$ cat config.mk
export PLATFORM = sky130hd
export DESIGN_NAME = evaporative_cooler_controller_unit
export DESIGN_NICKNAME = d
export VERILOG_FILES = /design/src/rtl/ecc_pkg.sv /design/src/rtl/evaporative_cooler_controller_unit.sv
export SDC_FILE = /design/constraint.sdc
export NUM_CORES = 1
export LEC_CHECK = 0
export BUFFER_PORTS_ARGS = -buffer_cell sky130_fd_sc_hd__buf_2
export CORE_MARGIN = 2
export CORE_UTILIZATION = 53
export CTS_BUF_LIST = sky130_fd_sc_hd__clkbuf_2
export CTS_CLUSTER_SIZE = 25
export DETAILED_ROUTE_END_ITERATION = 12
export PLACE_DENSITY = 0.85
export SYNTH_ARGS = -nofsm -noshare
export SYNTH_HDL_FRONTEND = slang
export SYNTH_SLANG_ARGS = --single-unit
$ cat constraint.sdc
create_clock -name clk -period 8.74 [get_ports clk]
set_input_delay 0.874 -clock clk [delete_from_list [all_inputs] [get_ports clk]]
set_output_delay 0.874 -clock clk [all_outputs]
set_load 0.1 [all_outputs]
$ cat src/rtl/ecc_pkg.sv
// Shared types and constants for the evaporative cooler controller.
`timescale 1ns / 1ps
`default_nettype none

package ecc_pkg;

    // Temperatures are tenths of a degree F
    localparam int TEMP_W = 12;
    localparam int SP_W   = 10;
    localparam int CFG_W  = 22;
    localparam int IDX_W  = 3;
    localparam int TIME_W = 32;
    localparam int IVL_W  = 16;
    localparam int WET_W  = 22;

    typedef logic signed [TEMP_W-1:0] temp_t;
    typedef logic signed [TEMP_W:0]   wtemp_t;
    typedef logic [1:0]               mode_t;

    localparam mode_t MODE_AUTO = 2'd0;
    localparam mode_t MODE_OFF  = 2'd1;
    localparam mode_t MODE_ON   = 2'd2;

    typedef enum logic [IDX_W-1:0] {
        CFG_VACATION   = 3'd0,
        CFG_DAY_SP     = 3'd1,
        CFG_NIGHT_MAX  = 3'd2,
        CFG_NIGHT_MIN  = 3'd3,
        CFG_FAN_MODE   = 3'd4,
        CFG_PUMP_MODE  = 3'd5,
        CFG_INTERVAL   = 3'd6,
        CFG_WET_DELAY  = 3'd7
    } cfg_idx_t;

    // Register reset values
    localparam logic [SP_W-1:0]  DAY_SP_RST    = 10'd750;
    localparam logic [SP_W-1:0]  NIGHT_MAX_RST = 10'd780;
    localparam logic [SP_W-1:0]  NIGHT_MIN_RST = 10'd680;
    localparam logic [IVL_W-1:0] INTERVAL_RST  = 16'd1000;
    localparam logic [WET_W-1:0] WET_DELAY_RST = 22'd300000;

    // Thermostat thresholds
    localparam wtemp_t REMOTE_VALID_MIN = 13'sd320;
    localparam wtemp_t VAC_REMOTE_MIN   = 13'sd650;
    localparam wtemp_t NIGHT_OFFSET     = 13'sd10;
    localparam wtemp_t SC_DROP          = 13'sd5;
    localparam wtemp_t SC_RAISE         = 13'sd1;
    localparam wtemp_t WET_DONE_TEMP    = 13'sd700;
    localparam wtemp_t DAY_PUMP_LO      = 13'sd660;
    localparam wtemp_t DAY_PUMP_HI      = 13'sd670;
    localparam wtemp_t NIGHT_PUMP_LO    = 13'sd705;
    localparam wtemp_t NIGHT_PUMP_HI    = 13'sd710;

endpackage

`default_nettype wire

$ cat src/rtl/evaporative_cooler_controller_unit.sv
// Top level of the evaporative cooler controller: input register, control step, held state.
//
//  channel | direction | handshake                | payload
//  --------+-----------+--------------------------+--------------------------------------
//  in      | in        | in_valid / in_stall      | now_ms, indoor/outdoor/remote_temp,
//          |           |                          | sun_up, wall_cool_call
//  out     | out       | out_valid / out_stall    | evaluated, fan_on, pump_on,
//          |           |                          | cooling_call, setpoint, waiting_for_wet
//  cfg     | in        | cfg_valid / cfg_ready    | cfg_index, cfg_data
//
// One item per cycle while the result is not stalled; an item passes the input register, then the step
// into the state/result registers. Result fields are read straight from the held controller state.
// The interval check, set point clamp and wet-wait compare form the one combinational pass.
// Reset clears the valid flags and controller state and loads the register defaults; cfg_ready is always high.
// A stalled result holds the state frozen; the input register fills and then stalls upstream.
`timescale 1ns / 1ps
`default_nettype none

module evaporative_cooler_controller_unit
    import ecc_pkg::*;
(
    input  wire logic                    clk,
    input  wire logic                    rst_n,

    input  wire logic                    in_valid,
    output logic                         in_stall,
    input  wire logic [TIME_W-1:0]       now_ms,
    input  wire logic signed [TEMP_W-1:0] indoor_temp,
    input  wire logic signed [TEMP_W-1:0] outdoor_temp,
    input  wire logic signed [TEMP_W-1:0] remote_temp,
    input  wire logic                    sun_up,
    input  wire logic                    wall_cool_call,

    output logic                         out_valid,
    input  wire logic                    out_stall,
    output logic                         evaluated,
    output logic                         fan_on,
    output logic                         pump_on,
    output logic                         cooling_call,
    output logic signed [TEMP_W-1:0]     setpoint,
    output logic                         waiting_for_wet,

    input  wire logic                    cfg_valid,
    output logic                         cfg_ready,
    input  wire logic [IDX_W-1:0]        cfg_index,
    input  wire logic [CFG_W-1:0]        cfg_data
);

    // Configuration registers
    logic             vacation_reg;
    logic [SP_W-1:0]  day_sp_reg;
    logic [SP_W-1:0]  night_max_reg;
    logic [SP_W-1:0]  night_min_reg;
    mode_t            fan_mode_reg;
    mode_t            pump_mode_reg;
    logic [IVL_W-1:0] interval_reg;
    logic [WET_W-1:0] wet_delay_reg;

    // Input register
    logic              in_vld_reg;
    logic [TIME_W-1:0] now_reg;
    temp_t             indoor_reg;
    temp_t             outdoor_reg;
    temp_t             remote_reg;
    logic              sun_reg;
    logic              wall_reg;

    // Controller state, doubling as the result register
    logic              out_vld_reg;
    logic              eval_reg;
    logic              prev_call_reg;
    logic              short_cycle_reg;
    logic              wet_wait_reg;
    logic [TIME_W-1:0] wet_start_reg;
    logic [TIME_W-1:0] last_eval_reg;
    logic              pump_reg;
    logic              fan_reg;
    temp_t             sp_reg;

    logic out_free;
    logic step_go;
    logic in_load;

    logic [TIME_W-1:0] since_eval;
    logic [TIME_W-1:0] since_wet;
    logic              due;

    wtemp_t indoor_w;
    wtemp_t outdoor_w;
    wtemp_t remote_w;
    wtemp_t night_raw;
    wtemp_t night_hi;
    wtemp_t sp_base;
    wtemp_t sp_adj;

    logic   call;
    logic   sp_update;
    logic   rising;
    logic   wet_active;
    logic   wet_done;
    logic   fan_auto;
    logic   pump_auto;
    logic   fan_final;
    logic   pump_final;
    logic   wet_wait_next;
    wtemp_t pump_lo;
    wtemp_t pump_hi;

    // Handshake: result slot frees when empty or taken this cycle
    assign out_free  = !out_vld_reg || !out_stall;
    assign step_go   = in_vld_reg && out_free;
    assign in_stall  = in_vld_reg && !out_free;
    assign in_load   = in_valid && !in_stall;
    assign cfg_ready = 1'b1;

    always_ff @(posedge clk or negedge rst_n)
    begin
        if (!rst_n)
        begin
            vacation_reg  <= 1'b0;
            day_sp_reg    <= DAY_SP_RST;
            night_max_reg <= NIGHT_MAX_RST;
            night_min_reg <= NIGHT_MIN_RST;
            fan_mode_reg  <= MODE_AUTO;
            pump_mode_reg <= MODE_AUTO;
            interval_reg  <= INTERVAL_RST;
            wet_delay_reg <= WET_DELAY_RST;
        end
        else if (cfg_valid && cfg_ready)
        begin
            unique case (cfg_idx_t'(cfg_index))
                CFG_VACATION:  vacation_reg  <= cfg_data[0];
                CFG_DAY_SP:    day_sp_reg    <= cfg_data[SP_W-1:0];
                CFG_NIGHT_MAX: night_max_reg <= cfg_data[SP_W-1:0];
                CFG_NIGHT_MIN: night_min_reg <= cfg_data[SP_W-1:0];
                CFG_FAN_MODE:  fan_mode_reg  <= cfg_data[1:0];
                CFG_PUMP_MODE: pump_mode_reg <= cfg_data[1:0];
                CFG_INTERVAL:  interval_reg  <= cfg_data[IVL_W-1:0];
                CFG_WET_DELAY: wet_delay_reg <= cfg_data[WET_W-1:0];
                default:       vacation_reg  <= vacation_reg;
            endcase
        end
    end

    always_ff @(posedge clk or negedge rst_n)
    begin
        if (!rst_n)
        begin
            in_vld_reg <= 1'b0;
        end
        else if (in_load)
        begin
            in_vld_reg <= 1'b1;
        end
        else if (step_go)
        begin
            in_vld_reg <= 1'b0;
        end
    end

    always_ff @(posedge clk)
    begin
        if (in_load)
        begin
            now_reg     <= now_ms;
            indoor_reg  <= indoor_temp;
            outdoor_reg <= outdoor_temp;
            remote_reg  <= remote_temp;
            sun_reg     <= sun_up;
            wall_reg    <= wall_cool_call;
        end
    end

    // Interval and wet-wait timing, modulo 2^32
    assign since_eval = now_reg - last_eval_reg;
    assign since_wet  = now_reg - wet_start_reg;
    assign due        = since_eval >= {{(TIME_W-IVL_W){1'b0}}, interval_reg};

    assign indoor_w  = {indoor_reg[TEMP_W-1], indoor_reg};
    assign outdoor_w = {outdoor_reg[TEMP_W-1], outdoor_reg};
    assign remote_w  = {remote_reg[TEMP_W-1], remote_reg};

    // Set point: day value, or outdoor minus one degree clamped max then min, then short-cycle adjusted
    always_comb
    begin
        night_raw = outdoor_w - NIGHT_OFFSET;
        night_hi  = (night_raw > $signed({3'b000, night_max_reg}))
                    ? $signed({3'b000, night_max_reg}) : night_raw;
        if (sun_reg)
        begin
            sp_base = $signed({3'b000, day_sp_reg});
        end
        else if (night_hi < $signed({3'b000, night_min_reg}))
        begin
            sp_base = $signed({3'b000, night_min_reg});
        end
        else
        begin
            sp_base = night_hi;
        end
        sp_adj = short_cycle_reg ? (sp_base - SC_DROP) : (sp_base + SC_RAISE);
    end

    // Cooling call
    always_comb
    begin
        sp_update = 1'b0;
        if (vacation_reg)
        begin
            call = !sun_reg && !(remote_w < VAC_REMOTE_MIN) && (outdoor_w < remote_w);
        end
        else if (remote_w < REMOTE_VALID_MIN)
        begin
            call = wall_reg;
        end
        else
        begin
            sp_update = 1'b1;
            call      = remote_w > sp_adj;
        end
    end

    // Pre-wet wait and pump hysteresis
    always_comb
    begin
        rising        = call && !prev_call_reg;
        wet_active    = rising || wet_wait_reg;
        // a fresh wait has zero elapsed time, so only the temperature can end it
        wet_done      = (indoor_w < WET_DONE_TEMP) || (!rising && (since_wet > {
                        {(TIME_W-WET_W){1'b0}}, wet_delay_reg}));
        pump_lo       = sun_reg ? DAY_PUMP_LO : NIGHT_PUMP_LO;
        pump_hi       = sun_reg ? DAY_PUMP_HI : NIGHT_PUMP_HI;
        fan_auto      = 1'b0;
        pump_auto     = 1'b0;
        wet_wait_next = wet_wait_reg;
        if (call)
        begin
            if (wet_active)
            begin
                pump_auto     = 1'b1;
                fan_auto      = wet_done;
                wet_wait_next = !wet_done;
            end
            else
            begin
                fan_auto = 1'b1;
                if (indoor_w > pump_hi)
                begin
                    pump_auto = 1'b1;
                end
                else if (indoor_w < pump_lo)
                begin
                    pump_auto = 1'b0;
                end
                else
                begin
                    pump_auto = pump_reg;
                end
            end
        end
        fan_final  = (fan_mode_reg == MODE_ON) ||
                     (fan_auto && (fan_mode_reg != MODE_OFF));
        pump_final = (pump_mode_reg == MODE_ON) ||
                     (pump_auto && !vacation_reg && (pump_mode_reg != MODE_OFF));
    end

    always_ff @(posedge clk or negedge rst_n)
    begin
        if (!rst_n)
        begin
            out_vld_reg     <= 1'b0;
            eval_reg        <= 1'b0;
            prev_call_reg   <= 1'b0;
            short_cycle_reg <= 1'b0;
            wet_wait_reg    <= 1'b0;
            wet_start_reg   <= '0;
            last_eval_reg   <= '0;
            pump_reg        <= 1'b0;
            fan_reg         <= 1'b0;
            sp_reg          <= '0;
        end
        else
        begin
            if (out_free)
            begin
                out_vld_reg <= in_vld_reg;
            end
            if (step_go)
            begin
                eval_reg <= due;
                if (due)
                begin
                    last_eval_reg <= now_reg;
                    prev_call_reg <= call;
                    wet_wait_reg  <= wet_wait_next;
                    fan_reg       <= fan_final;
                    pump_reg      <= pump_final;
                    if (rising)
                    begin
                        wet_start_reg <= now_reg;
                    end
                    if (sp_update)
                    begin
                        sp_reg          <= sp_adj[TEMP_W-1:0];
                        short_cycle_reg <= call;
                    end
                end
            end
        end
    end

    assign out_valid       = out_vld_reg;
    assign evaluated       = eval_reg;
    assign fan_on          = fan_reg;
    assign pump_on         = pump_reg;
    assign cooling_call    = prev_call_reg;
    assign setpoint        = sp_reg;
    assign waiting_for_wet = wet_wait_reg;

    // A skipped item repeats the held outputs
    a_skip_holds: assert property (@(posedge clk) disable iff (!rst_n)
        (step_go && !due) |=> (!evaluated && $stable(fan_on) && $stable(pump_on) &&
                               $stable(cooling_call) && $stable(setpoint) &&
                               $stable(waiting_for_wet)))
        else $error("skipped item changed held outputs");

    // Upstream stalls only when the input register holds an item
    a_stall_full: assert property (@(posedge clk) disable iff (!rst_n)
        in_stall |-> in_vld_reg)
        else $error("input stalled with empty input register");

    // Forced pump mode wins over everything
    a_pump_forced: assert property (@(posedge clk) disable iff (!rst_n)
        (step_go && due && pump_mode_reg == MODE_ON) |=> pump_on)
        else $error("pump not forced on");

    // Vacation keeps the pump off unless forced on
    a_vacation_pump: assert property (@(posedge clk) disable iff (!rst_n)
        (step_go && due && vacation_reg && pump_mode_reg != MODE_ON) |=> !pump_on)
        else $error("pump on during vacation");

    // A stalled result does not move the state
    a_stall_freeze: assert property (@(posedge clk) disable iff (!rst_n)
        (out_vld_reg && out_stall) |=> ($stable(last_eval_reg) && out_vld_reg))
        else $error("state moved while result stalled");

endmodule

`default_nettype wire
**Word-level counts from Yosys, hierarchy flattened**

Cells that the tools add are included.

- Magnitude comparators: 11
- Equal/unequal tests: 11
- Multiplexer cells: 18
- Add/subtract/negate cells: 5
- Reductions and logical operators: 39

Operators by type and width:

| kind | count |
|---|---|
| $sub A32 B32 Y32 | 2 |
| $mux W13 | 4 |
| $ge A32 B16 Y1 | 1 |
| $gt A32 B22 Y1 | 1 |
| $lt A12 B11 Y1 const B | 2 |
| $reduce_and A2 Y1 | 9 |
| $mux W7 | 2 |
| $add A13 B2 Y13 const B | 1 |
| $gt A12 B13 Y1 | 1 |
| $gt A13 B11 Y1 | 1 |
| $lt A13 B11 Y1 | 1 |
| $sub A12 B5 Y13 const B | 1 |
| $sub A13 B4 Y13 const B | 1 |
| $eq A3 B3 Y1 const B | 4 |
| $gt A12 B11 Y1 | 1 |
| $lt A12 B10 Y1 const B | 1 |
| $lt A12 B11 Y1 | 1 |
| $lt A12 B12 Y1 | 1 |
| $mux W1 | 12 |
| $logic_and A1 B1 Y1 | 10 |
| $logic_not A1 Y1 | 10 |
| $eq A3 B2 Y1 const B | 2 |
| $reduce_and A3 Y1 | 2 |
| $logic_or A1 B1 Y1 | 5 |
| 6 further kinds | 8 |

- Word-level logic and storage cells: 109
- Register bits: 227
- Output and inout port bits: 20
- Bits of input ports: 100

**Longest topological paths before layout**

Gate-level depths: netlist (run 1).

- Depth in word-level cells: 19
- Mapped depth: 52
- Depth with buffers taken out: 47

**Worst setup path after synthesis (run 1)**

OpenSTA, ideal clock, no wires.

- Path type: reg-to-reg
- Start: register outdoor_reg[4]
- End: register wet_start_reg[10]
- Arrival time: 9274 ps
- Setup slack: -659 ps
- Buffers on the path: 5
- Period minus slack after synthesis: 9399 ps
- Setup time: 125 ps
- Stages on the path, launching flop included: 49
- Required time: 8615 ps
- Cell sequence: edfxtp_1 > or3_4 > nor3_1 > xor2_1 > ha_1 > a211o_1 > a211oi_1 > a21oi_1 > a21oi_2 > or2_2 > buf_2 > clkbuf_1 > nor2_1 > a21oi_1 > ha_1 > a21o_1 > a21o_1 > a211oi_1 > [13 not listed] > o21a_1 > o311ai_1 > nand2_1 > a21oi_1 > o21bai_1 > xnor2_1 > ha_1 > a21o_1 > a211oi_1 > o21ai_0 > nand2_1 > a31o_1 > a31oi_1 > a21bo_1 > and3_4 > buf_6 > buf_12 > mux2_4

- Word-level cells in the longest chain between the ends: 13
- Elaborated cells on any way between the ends: 16
- Classes of those cells: add/sub (3); order compare (4); mux (6); reduce/logical (3)

Ends and longest elaborated chain:

| item | line | text |
|---|---|---|
| from (decl) | evaporative_cooler_controller_unit.sv:63 | `temp_t outdoor_reg;` |
| from (signal assigned) | evaporative_cooler_controller_unit.sv:167 | `outdoor_reg <= outdoor_temp;` |
| $sub A12 B5 Y13 (*) | evaporative_cooler_controller_unit.sv:186 | `night_raw = outdoor_w - NIGHT_OFFSET;` |
| $gt A13 B11 Y1 | evaporative_cooler_controller_unit.sv:187 | `night_hi = (night_raw > $signed({3'b000, night_max_reg}))` |
| $mux W13 (*) | evaporative_cooler_controller_unit.sv:188 | `? $signed({3'b000, night_max_reg}) : night_raw;` |
| $lt A13 B11 Y1 | evaporative_cooler_controller_unit.sv:193 | `else if (night_hi < $signed({3'b000, night_min_reg}))` |
| $mux W13 (*) | evaporative_cooler_controller_unit.sv:193 |  |
| $mux W13 (*) | evaporative_cooler_controller_unit.sv:189 | `if (sun_reg)` |
| $add A13 B2 Y13 or $sub A13 B4 Y13 (tied branches) | evaporative_cooler_controller_unit.sv:201 | `sp_adj = short_cycle_reg ? (sp_base - SC_DROP) : (sp_base + SC_RAISE);` |
| $mux W13 (*) | evaporative_cooler_controller_unit.sv:201 |  |
| net sp_adj[0] | evaporative_cooler_controller_unit.sv:94 | `wtemp_t sp_adj;` |
| $gt A12 B13 Y1 (*) | evaporative_cooler_controller_unit.sv:219 | `call = remote_w > sp_adj;` |
| $mux W1 (*) | evaporative_cooler_controller_unit.sv:212 | `else if (remote_w < REMOTE_VALID_MIN)` |
| $mux W1 (*) | evaporative_cooler_controller_unit.sv:208 | `if (vacation_reg)` |
| $logic_and A1 B1 Y1 (*) | evaporative_cooler_controller_unit.sv:226 | `rising = call && !prev_call_reg;` |
| $reduce_and A3 Y1 (no line) (*) | n/a |  |
| to (signal assigned) | evaporative_cooler_controller_unit.sv:300 | `wet_start_reg <= now_reg;` |
| to (decl) | evaporative_cooler_controller_unit.sv:74 | `logic [TIME_W-1:0] wet_start_reg;` |

The timed path passes the listed nets; every way through them passes the cells marked *.
A chain may end at the register's enable or synchronous reset.

**Worst setup path after layout (run 1)**

- Start: register outdoor_reg[6]
- End: register wet_start_reg[7]

- Word-level cells in the longest chain between the ends: 13
- Elaborated cells on any way between the ends: 16
- Classes of those cells: add/sub (3); order compare (4); mux (6); reduce/logical (3)

Ends and longest elaborated chain:

| item | line |
|---|---|
| $sub A12 B5 Y13 | evaporative_cooler_controller_unit.sv:186 |
| $gt A13 B11 Y1 | evaporative_cooler_controller_unit.sv:187 |
| $mux W13 | evaporative_cooler_controller_unit.sv:188 |
| $lt A13 B11 Y1 | evaporative_cooler_controller_unit.sv:193 |
| $mux W13 | evaporative_cooler_controller_unit.sv:193 |
| $mux W13 | evaporative_cooler_controller_unit.sv:189 |
| $add A13 B2 Y13 or $sub A13 B4 Y13 (tied branches) | evaporative_cooler_controller_unit.sv:201 |
| $mux W13 | evaporative_cooler_controller_unit.sv:201 |
| $gt A12 B13 Y1 | evaporative_cooler_controller_unit.sv:219 |
| $mux W1 | evaporative_cooler_controller_unit.sv:212 |
| $mux W1 (*) | evaporative_cooler_controller_unit.sv:208 |
| $logic_and A1 B1 Y1 (*) | evaporative_cooler_controller_unit.sv:226 |
| $reduce_and A3 Y1 (no line) (*) | n/a |

Mark *: on every way between the ends. The rest lies on a longest branch, timed or not.

==> metrics.md, run 1 <==
| Metric | Value |
|---|---|
| Outcome | `completed` |
| Drt total wl | `40140 µm` |
| Fill count | `2349` |
| Post-route ant nets | `0` |
| CP required | `9.47 ns` |
| Fmax | `0.1171 GHz` |
| Mapped cell area | `0.01544 mm²` |
| Kind of start point of the critical path | `flip-flop` |
| Vias in the first global route | `roughly 12000` |
| Placed Area | `0.01663 mm²` |
| Row Count | `62` |
| Period utilization | `0.9769` |
| Final Util | `0.6184` |
| Post-synth EDFFs | `70` |
| GRT Util Overall | `0.2599` |
| Avg Inst Size Synth | `10.27 µm²` |
| CP max-delay cell | `or3_4` |
| Core region area | `around 0.029 mm²` |
| H-tree levels | `2` |
| # setup viols final | `0` |
| Initial core utilization | `0.5379` |
| Register bit total from synthesis | `227` |
| Initial antenna violation count | `4` |
| Slew HR | `0.2695` |
| Cell taking the most area after synthesis | `dfrtp_1` |
| Synth top area share | `0.2075` |
| CP arrival | `9.27 ns` |
| Number of I/O pins | `120` |
| Via density | `about 5.8` |
| Met2 Resource Use GR | `0.4153` |
| Synth-to-Final Area Change | `14.98%` |
| GP Congestion | `roughly 0.97` |
| Syn_nets | `1763` |
| CTS Buf Count | `61` |
| Post-synthesis sequential area ratio | `0.3930` |
| Synth cell count leaders | `inv_1, ha_1, dfrtp_1` |
| Final instance area | `0.01775 mm²` |
| Tightest Hold Check Type | `in2async` |
| Via count | `~12000` |
| Worst-path fanout max | `8` |
| Clk root buf | `clkbuf_2` |
| Synth Instances | `1503` |
| Kind of critical path | `reg2reg` |
| Warnings, synthesis | `0` |
| Post-synth top flop | `dfrtp_1` |
| Ratio of cells with drive above 1 in the final layout | `0.2808` |
| R2R setup slack | `a little over 0.2 ns` |
| Worst Setup End Kind | `flip-flop` |
| Most common cell in the synthesized netlist | `inv_1` |
| Peak supply drop | `0.0003755 V` |
| Internal | `roughly 3.1 mW` |
| Largest net degree at the start of global routing | `95` |
| Seq pwr share | `0.273` |
| Nets@finish | `1968` |
| DIE HEIGHT | `around 170 µm` |
| Register area | `0.006067 mm²` |
| Multi-input logic area | `0.008736 mm²` |
| Slew Limit Fails | `0` |
| Dpl ws | `-0.2105 ns` |
| Die area | `between 0.03 and 0.04 mm²` |
| Clock transition at the registers of the reported paths | `between 0.1 and 0.15 ns` |
| Worst Skew | `0.07890 ns` |
| Synth cell types | `85` |
| Busiest grt layer | `met2` |
| Global routing usage on met1 | `0.3504` |
| Clock sink total | `227` |
| Worst-margin pin slew | `about 1.1 ns` |
| Most frequent CP cell | `a21oi_2` |
| R2R cell count | `39` |
| Drt pass-1 iters | `5` |
| CTS max path bufs | `3` |
| Clock Power Share | `0.159` |
| Critical path's largest stage delay | `0.44 ns` |
| Switching share of total power | `0.4435` |
| Remaining DRCs | `0` |
| Synth area leaders | `dfrtp_1, edfxtp_1, ha_1` |
| Chip Width | `174.7 µm` |
| Global-route wire length before repair | `about 64000 µm` |
| DR iter-0 viols | `981` |
| Clock insertion delay at the later pin of the skew report | `between 0.9 and 1 ns` |
| Final WS setup | `0.2020 ns` |
| Leakage | `between 8 and 9 nW` |
| WL per Instance | `18.71 µm` |
| Hold_ws | `0.07577 ns` |
| Part of the power in combinational logic | `0.567` |
| Post-synthesis async set-or-reset flop share | `0.6916` |
| Total gr overflow | `0` |
| Power per Cell Area | `317.0 mW/mm²` |
| Sw power | `2.496 mW` |
| Max_cap viols | `0` |
| Post-DP HPWL | `29140 µm` |
| Met3 Use GR | `0.05244` |
| CTS tree | `built` |
| I/O Buffers | `118` |
| Post-layout min period | `8.538 ns` |
| Final Hold Fails | `0` |
[layer usage]
| metal | wire length, µm | up-vias | share of wire |
|---|---|---|---|
| met1 | 17770 | 5985 | 0.44 |
| met2 | 18300 | 443 | 0.46 |
| met3 | 2711 | 107 | 0.068 |
| met5 | 23 | - | 0.00057 |
| met4 | 1342 | 4 | 0.033 |
| li1 | - | 5922 | - |
[worst max-delay path, delay by kind of cell, from the launching register on]
family,cells,cell delay (ns)
buf+inv,2,0.32
fa+ha+maj,5,1.40
simple gates,7,1.39
compound gates,21,3.75
xor+xnor,1,0.19
mux,3,0.92
flops,1,0.41
[path summary, 6_finish.rpt]
path / from / endpoint
worst max-delay path: outdoor_reg[6] / wet_start_reg[7]
worst min-delay path: rst_n / interval_reg[15]
worst max register to register: outdoor_reg[6] / wet_start_reg[7]
worst min register to register: evaluated / evaluated
max in group asynchronous: rst_n / last_eval_reg[8]
min in group clk: now_ms[29] / now_reg[29]
[through the flow]
stage	power [mW]	setup TNS, ns	instances
after floorplan	3.790	0	1503
after global placement	4.417	0	2002
after detailed placement	4.512	-5.839	2002
after CTS	5.482	0	2124
after global routing	6.045	-1.968	2144
final	5.628	0	2145
[cell families (layout without fill, tap and decap cells)]
kind of cell,Yosys count,count (layout),synth area share
AOI/OAI and AO/OA,383,383,0.1644
xor gates and xnor gates,58,58,0.03379
other,1,3,0.0002429
DFF,227,227,0.3930
and+or+nand+nor,301,302,0.1000
buffers and inverters,215,470,0.05689
adders and majority gates,160,160,0.1311
muxes,158,158,0.1206
[repair_timing]
item,4_1_cts,5_1_grt
setup buffers,7,17
cloned,1,2
setup endpoints to repair,32,37
pin swaps,4,42
hold endpoints to repair,0,0
hold buffers,0,0
gates resized for setup,3,43
[area by class of cell]
type / count / area share
repair buffers: 178 / 0.06252
well taps: 384 / 0.02707
clock inverters: 34 / 0.01551
multi-input cells: 1062 / 0.4921
inverters: 177 / 0.03771
diodes: 2 / 0.0002819
repair inverters: 1 / 0.0004229
flip-flops and latches: 227 / 0.3418
clock buffers: 80 / 0.02256
[power groups by stage]
stage | clock network (mW) | registers, mW | logic, mW
6_report | 0.896 | 1.54 | 3.19
2_1_floorplan | 0 | 1.77 | 2.02
5_1_grt | 0.982 | 1.57 | 3.50
4_1_cts | 0.921 | 1.53 | 3.03
3_5_place_dp | 0 | 1.54 | 2.97
3_3_place_gp | 0 | 1.54 | 2.88
[cells in the final DEF, fill, tap and decap left out, types with 7 or more instances in the layout]
cell type | netlist | final
inv_1 | 176 | 173
ha_1 | 157 | 152
dfrtp_1 | 128 | 128
buf_2 | 6 | 117
mux2_2 | 101 | 100
a21oi_1 | 94 | 88
nand2_1 | 81 | 81
clkbuf_2 | 0 | 80
o21ai_0 | 79 | 72
edfxtp_1 | 70 | 70
nor2_1 | 65 | 61
buf_4 | 2 | 54
a21o_1 | 40 | 40
xnor2_1 | 35 | 33
mux2_4 | 30 | 31
dfstp_2 | 29 | 29
nor3_1 | 31 | 28
mux2i_1 | 24 | 24
o21a_1 | 23 | 22
xor2_1 | 22 | 21
clkinv_1 | 0 | 19
nand2b_1 | 17 | 17
nand4_1 | 17 | 17
o211ai_1 | 16 | 16
a31oi_1 | 16 | 16
nor2b_1 | 16 | 15
nand3_1 | 13 | 12
a211o_1 | 11 | 11
a211oi_1 | 15 | 11
o2111ai_1 | 10 | 10
o21ai_1 | 3 | 10
and3_1 | 10 | 9
nor4_1 | 9 | 9
a21oi_2 | 1 | 7
o21bai_1 | 8 | 7
clkinv_2 | 0 | 7
Note: power is estimated with default switching activity, not from simulation.
==> run 2: changes to the inputs <==
--- a/config.mk
+++ b/config.mk
@@ -11,7 +11,7 @@
 export CTS_BUF_LIST = sky130_fd_sc_hd__clkbuf_2
 export CTS_CLUSTER_SIZE = 25
 export DETAILED_ROUTE_END_ITERATION = 12
-export PLACE_DENSITY = 0.85
+export PLACE_DENSITY = 0.79
 export SYNTH_ARGS = -nofsm -noshare
 export SYNTH_HDL_FRONTEND = slang
 export SYNTH_SLANG_ARGS = --single-unit
==> run 2 against run 1 <==
- sequential power about the same
- wire length shrank 2.1%
- sequential share of layout area is 0.056 points higher
- utilization is 0.10 points lower
- register-to-register slack worse by 0.10 ns
- power is 2.5% lower
- maximum frequency is 1.2% lower
- cell count grew 0.51%
- sequential cell count unchanged
- worst setup slack got worse by 0.10 ns
- global-route usage decreased by 0.096 points
==> metrics.md, run 2 (synthesis gave the netlist of run 1 again) <==
| Metric | Value |
|---|---|
| H-tree levels | `2 (unchanged)` |
| R2R Path End | `wet_start_reg[5]` |
| Number of I/O pins | `120 (unchanged)` |
| Slew Limit Fails | `0 (unchanged)` |
| Placed insts | `2010 (+0.40%)` |
| CTS tree | `built` |
| Chip Width | `174.7 µm (unchanged)` |
| Core region area | `0.02870 mm² (unchanged)` |
| Synth-to-Final Area Change | `14.79%` |
| Tightest Hold Check Type | `in2async` |
| Worst Setup SP | `outdoor_reg[5]` |
| Most common cell after layout, fill and taps aside | `inv_1` |
| Dpl ws | `-0.2789 ns (-0.06841 ns)` |
| Post-route ant nets | `0 (unchanged)` |
| GRT Util Overall | `0.2590 (-0.0009553)` |
| Remaining DRCs | `0 (unchanged)` |
| CP arrival | `9.42 ns (+0.15 ns)` |
| Fill count | `2435 (+3.7%)` |
| # setup viols final | `0 (unchanged)` |
| I/O Buffers | `118 (unchanged)` |
| Power per Cell Area | `309.6 mW/mm² (-2.4%)` |
| Outcome | `completed` |
| Initial core utilization | `0.5379 (unchanged)` |
| Final instance area | `0.01772 mm² (-0.16%)` |
| CTS max path bufs | `3 (unchanged)` |
| GP Congestion | `0.9497 (-1.6%)` |
| Clock sink total | `227 (unchanged)` |
| RSZ-0062 raised after global routing | `yes` |
| Most frequent CP cell | `ha_1` |
| Period utilization | `0.9886 (+0.01173)` |
| DR iter-0 viols | `958 (-2.3%)` |
| Clock insertion delay at the later pin of the skew report | `0.94 ns (+0.03 ns)` |
| Via count | `12380 (-0.63%)` |
| R2R cell count | `40 (+2.6%)` |
| Final WS setup | `0.09946 ns (-0.1026 ns)` |
| Final Util | `0.6174 (-0.001002)` |
| Kind of start point of the critical path | `flip-flop` |
| CTS Buf Count | `58 (-4.9%)` |
| Nets@finish | `1980 (+0.61%)` |
| R2R setup slack | `0.1 ns (-0.10 ns)` |
| Max_cap viols | `0 (unchanged)` |
| Ratio of cells with drive above 1 in the final layout | `0.2814 (+0.0005145)` |
| Leakage | `8.352 nW (+0.20%)` |
| Worst Skew | `0.05934 ns (-0.01956 ns)` |
| Post-layout min period | `8.641 ns (+0.1026 ns)` |
| Peak supply drop | `0.0005036 V (+34%)` |
| WL per Instance | `18.23 µm (-2.6%)` |
| Worst reg2reg path startpoint | `outdoor_reg[5]` |
| Via density | `5.744 (-1.1%)` |
| CP max-delay cell | `or3_4` |
| Critical path's largest stage delay | `0.41 ns (-0.03 ns)` |
| Clk root buf | `clkbuf_2` |
| Total gr overflow | `0 (unchanged)` |
| Drt pass-1 iters | `5 (unchanged)` |
| Worst-margin pin slew | `1.105 ns (+0.01531 ns)` |
| CP required | `9.52 ns (+0.05 ns)` |
| Filler-free cell count of the finished design | `2156 (+0.51%)` |
| Worst Setup End Kind | `flip-flop` |
| Capture point of the critical path | `wet_start_reg[5]` |
| Kind of critical path | `reg2reg` |
| Worst-path fanout max | `6 (-2)` |
| Clock transition at the registers of the reported paths | `0.13 ns (about the same)` |
| Vias in the first global route | `12280 (-1.5%)` |
| Final Hold Fails | `0 (unchanged)` |
| Slew HR | `0.2599 (-0.009589)` |
| Largest net degree at the start of global routing | `98 (+3.2%)` |
| Fmax | `0.1157 GHz (-1.2%)` |
| Die area | `0.03051 mm² (unchanged)` |
| Drt total wl | `39310 µm (-2.1%)` |
| Global-route wire length before repair | `63380 µm (-0.85%)` |
| Initial antenna violation count | `2 (-2)` |
| Post-DP HPWL | `28700 µm (-1.5%)` |
| Placed Area | `0.01670 mm² (+0.39%)` |
| Most frequent cells in the layout | `inv_1, ha_1, dfrtp_1` |
| DIE HEIGHT | `174.7 µm (unchanged)` |
| Row Count | `62 (unchanged)` |
-- run 2: cell count changes in the layout (fill, tap and decap cells not counted), moves of 3 or more --
cell	change
a21oi_2	-3
buf_4	+12
buf_6	+3
bufinv_16	-5
clkbuf_2	-6
clkinv_1	+5
ha_1	+3
ha_4	-3
-- run 2: worst min path at each step --
stage | startpoint | to | depth (start not counted)
floorplan | last_eval_reg[0] | last_eval_reg[0] | 2
global placement | wet_start_reg[0] | wet_start_reg[0] | 1
detailed placement | setpoint[7] | setpoint[7] | 1
CTS | rst_n | last_eval_reg[21] | 1
global route | now_ms[20] | now_reg[20] | 1
finish | rst_n | wet_start_reg[11] | 1
-- run 2: layout make-up --
type | instances | area [µm²] | area share
diodes | 2 | 5.005 | 0.0002824
clock buffers | 74 | 370.4 | 0.02090
clock inverters | 36 | 155.1 | 0.008755
inverters | 177 | 666.9 | 0.03763
multi-input cells | 1062 | 8723 | 0.4922
flip-flops and latches | 227 | 6067 | 0.3423
well taps | 384 | 480.5 | 0.02711
repair buffers | 194 | 1254 | 0.07074
-- run 2: power by group --
part	internal [mW]	switching, mW	total (mW)
combinational	1.41	1.82	3.23
clock	0.245	0.475	0.719
sequential	1.36	0.173	1.53
total	3.02	2.47	5.49
-- run 2: what timing repair did --
item	4_1_cts	5_1_grt
hold buffers	0	0
resized for setup	18	29
setup endpoints to repair	32	37
buffers inserted	20	12
pin swaps	18	40
gates cloned	1	1
-- run 2: per-layer routing --
layer  vias up  GRT usage  part of all wire
li1       5943          -                 -
met1      5901     0.3616              0.46
met2       441     0.3992              0.44
met3        96    0.05048             0.065
met4         2     0.1000             0.033
met5         -          0           0.00033
-- run 2: worst max-delay path, delay by kind of cell, from the launching register on --
| family | cells | cell delay, ns |
|---|---|---|
| buffers and inverters | 4 | 0.55 |
| AO/OA/AOI/OAI | 20 | 3.59 |
| adder cells (fa/ha/maj) | 5 | 1.54 |
| AND/OR/NAND/NOR | 8 | 1.66 |
| multiplexers | 2 | 0.46 |
| XOR/XNOR | 1 | 0.26 |
| flip-flops | 1 | 0.40 |
-- run 2: through the flow --
step / TNS, ns / hold slack (ns) / power [mW]
after floorplan: 0 / 0.4538 / 3.790
after global placement: -0.004940 / 0.4733 / 4.447
after detailed placement: -7.659 / 0.4859 / 4.521
after CTS: 0 / 0.003560 / 5.379
after global routing: -8.246 / 0.001861 / 5.924
final: 0 / 0.04974 / 5.486
==> run 3: changes to the inputs <==
--- a/config.mk
+++ b/config.mk
@@ -5,13 +5,13 @@
 export SDC_FILE = /design/constraint.sdc
 export NUM_CORES = 1
 export LEC_CHECK = 0
-export BUFFER_PORTS_ARGS = -buffer_cell sky130_fd_sc_hd__buf_2
+export BUFFER_PORTS_ARGS = -buffer_cell sky130_fd_sc_hd__clkbuf_2
 export CORE_MARGIN = 2
 export CORE_UTILIZATION = 53
 export CTS_BUF_LIST = sky130_fd_sc_hd__clkbuf_2
 export CTS_CLUSTER_SIZE = 25
 export DETAILED_ROUTE_END_ITERATION = 12
-export PLACE_DENSITY = 0.79
+export PLACE_DENSITY = 0.76
 export SYNTH_ARGS = -nofsm -noshare
 export SYNTH_HDL_FRONTEND = slang
 export SYNTH_SLANG_ARGS = --single-unit
==> constraint.sdc (replaced) <==
create_clock -name clk -period 8.4 [get_ports clk]
set_input_delay 0.84 -clock clk [delete_from_list [all_inputs] [get_ports clk]]
set_output_delay 0.84 -clock clk [all_outputs]
set_load 0.1 [all_outputs]
==> run 3 against run 2 <==
- the run now ends with negative setup slack left
- worst setup slack worse by 0.35 ns
- register-to-register slack got worse by 0.35 ns
- utilization increased by 1.0 points
- hold slack better by 0.023 ns
- sequential power grew 5%
- sequential share of layout area shrank 0.57 points
- die area is the same
- clock power increased by 14%
- first-iteration DRC count is 9.2% lower
- sequential cell count unchanged
- critical endpoint is now wet_start_reg[18]
- largest cell class unchanged
- highest routed layer unchanged
==> metrics.md, run 3 (synthesis gave the netlist of run 1 again) <==
| Metric | Value |
|---|---|
| Worst-path fanout max | `7 (+1)` |
| Clock insertion delay at the later pin of the skew report | `0.95 ns (about the same)` |
| Worst Setup End Kind | `flip-flop` |
| I/O Buffers | `118 (unchanged)` |
| Via density | `5.721 (-0.39%)` |
| Clock transition at the registers of the reported paths | `0.12 ns (about the same)` |
| R2R Path End | `wet_start_reg[18]` |
| CP arrival | `9.45 ns (+0.03 ns)` |
| RSZ-0062 raised after global routing | `yes` |
| Placed insts | `2008 (-0.10%)` |
| Vias in the first global route | `12550 (+2.2%)` |
| Most frequent CP cell | `ha_1` |
| DIE HEIGHT | `174.7 µm (unchanged)` |
| CTS max path bufs | `3 (unchanged)` |
| Kind of start point of the critical path | `flip-flop` |
| Most common cell after layout, fill and taps aside | `clkbuf_2` |
| R2R cell count | `41 (+2.5%)` |
| Clk root buf | `clkbuf_2` |
| Worst reg2reg path startpoint | `outdoor_reg[4]` |
| Peak supply drop | `0.0004262 V (-15%)` |
| Largest net degree at the start of global routing | `110 (+12%)` |
| Worst Skew | `0.08273 ns (+0.02339 ns)` |
| CP top delay family | `compound AO/OA/AOI/OAI gates` |
| Final Util | `0.6278 (+0.01038)` |
| Kind of critical path | `reg2reg` |
| Power per Cell Area | `321.2 mW/mm² (+3.8%)` |
| Slew Limit Fails | `0 (unchanged)` |
| Initial antenna violation count | `4 (+2)` |
| Period utilization | `1.030 (+0.04119)` |
| Fill count | `2410 (-1.0%)` |
| Drt total wl | `39920 µm (+1.6%)` |
| Tightest Hold Check Type | `in2async` |
| Post-DP HPWL | `29370 µm (+2.3%)` |
| Post-layout min period | `8.650 ns (+0.009863 ns)` |
| Critical path's largest stage delay | `0.42 ns (about the same)` |
| Filler-free cell count of the finished design | `2168 (+0.56%)` |
| Final Hold Fails | `0 (unchanged)` |
| Final WS setup | `-0.2504 ns (-0.3499 ns)` |
| Remaining DRCs | `0 (unchanged)` |
| Ratio of cells with drive above 1 in the final layout | `0.2778 (-0.003578)` |
| GRT Util Overall | `0.2601 (+0.001144)` |
| Post-route ant nets | `0 (unchanged)` |
| CTS tree | `built` |
| Clock sink total | `227 (unchanged)` |
| Failing checks | `negative setup slack` |
| Nets@finish | `1993 (+0.66%)` |
| CTS Buf Count | `59 (+1.7%)` |
| Global-route wire length before repair | `63600 µm (+0.36%)` |
| Worst-margin pin slew | `1.164 ns (+0.05911 ns)` |
| H-tree levels | `2 (unchanged)` |
| Via count | `12400 (+0.16%)` |
| R2R setup slack | `-0.25 ns (-0.35 ns)` |
| Hold_ws | `0.07295 ns (+0.02320 ns)` |
| Row Count | `62 (unchanged)` |
| Critical path buffers and inverters | `2 (-2)` |
| Placed Area | `0.01674 mm² (+0.25%)` |
| Initial core utilization | `0.5379 (unchanged)` |
| Die area | `0.03051 mm² (unchanged)` |
| Synth-to-Final Area Change | `16.72%` |
| Most frequent cells in the layout | `clkbuf_2, inv_1, ha_1` |
| Max_cap viols | `0 (unchanged)` |
| Critical path depth | `41 (+2.5%)` |
| DR iter-0 viols | `870 (-9.2%)` |
| Fmax | `0.1156 GHz (-0.11%)` |
| Final instance area | `0.01802 mm² (+1.7%)` |
| WL per Instance | `18.42 µm (+1.0%)` |
| Leakage | `8.491 nW (+1.7%)` |
| CP max-delay cell | `or3_4` |
| Dpl ws | `-0.2772 ns (+0.001726 ns)` |
| Slew HR | `0.2203 (-0.03958)` |
| Number of I/O pins | `120 (unchanged)` |
| Total gr overflow | `0 (unchanged)` |
| Outcome | `finished, violations left` |
| Drt pass-1 iters | `5 (unchanged)` |
| Chip Width | `174.7 µm (unchanged)` |
| Core region area | `0.02870 mm² (unchanged)` |
| CP required | `9.20 ns (-0.32 ns)` |
| # setup viols final | `32 (+32)` |
| GP Congestion | `0.9106 (-4.1%)` |
==> run 3: cell type report <==
cell class | count | area (µm²) | area share
clock buffer | 83 | 415.4 | 0.02305
timing repair buffer | 206 | 1419 | 0.07874
antenna | 2 | 5.005 | 0.0002777
sequential | 227 | 6067 | 0.3367
tap | 384 | 480.5 | 0.02666
multi-input combinational | 1061 | 8793 | 0.4880
timing repair inverter | 1 | 7.507 | 0.0004166
clock inverter | 27 | 162.7 | 0.009027
inverter | 177 | 669.4 | 0.03715
==> run 3: metrics by stage <==
step           setup TNS [ns]  power, mW
6_report               -7.096      5.788
5_1_grt                -22.60      6.246
4_1_cts                -5.963      5.634
3_5_place_dp           -8.179      4.727
3_3_place_gp          -0.1728      4.654
2_1_floorplan          -3.664      3.954
==> run 3: worst max path at each step <==
stage | endpoint | slack, ns | start
3_5_place_dp | wet_start_reg[31] | -0.28 | outdoor_reg[4]
5_1_grt | wet_start_reg[7] | -0.67 | outdoor_reg[4]
3_3_place_gp | wet_start_reg[31] | -0.02 | outdoor_reg[4]
6_report | wet_start_reg[18] | -0.25 | outdoor_reg[4]
2_1_floorplan | wet_start_reg[10] | -0.12 | outdoor_reg[4]
4_1_cts | wet_start_reg[11] | -0.24 | outdoor_reg[4]
==> run 3: per-layer routing <==
layer  up-vias  share of wire  GRT usage
met5         -        0.00065          0
met4         4          0.038     0.1073
met3       111          0.064    0.05070
met2       411           0.44     0.4037
met1      5904           0.46     0.3582
li1       5973              -          -
==> run 3: what timing repair did <==
item                                    in CTS  in global routing
hold endpoints to repair                    27                  0
gates resized for setup                      8                 40
buffers inserted                             7                 11
pin swaps                                    3                  8
cloned                                       1                  3
endpoints found under the setup margin      35                 37
hold buffers                                27                  0
==> run 3: power by group <==
part	leakage, nW	switching (mW)	internal, mW
combinational	5.57	1.92	1.45
clock	0.429	0.489	0.333
sequential	2.49	0.181	1.42
total	8.49	2.59	3.20
==> run 3: worst reg2reg max path: cells and delay by family, from the launching register on <==
| family | cells | cell delay, ns |
|---|---|---|
| AOI/OAI and AO/OA | 21 | 3.59 |
| DFF | 1 | 0.41 |
| xor gates and xnor gates | 1 | 0.21 |
| buffers and inverters | 2 | 0.28 |
| muxes | 2 | 0.50 |
| and+or+nand+nor | 10 | 2.05 |
| adders and majority gates | 5 | 1.52 |
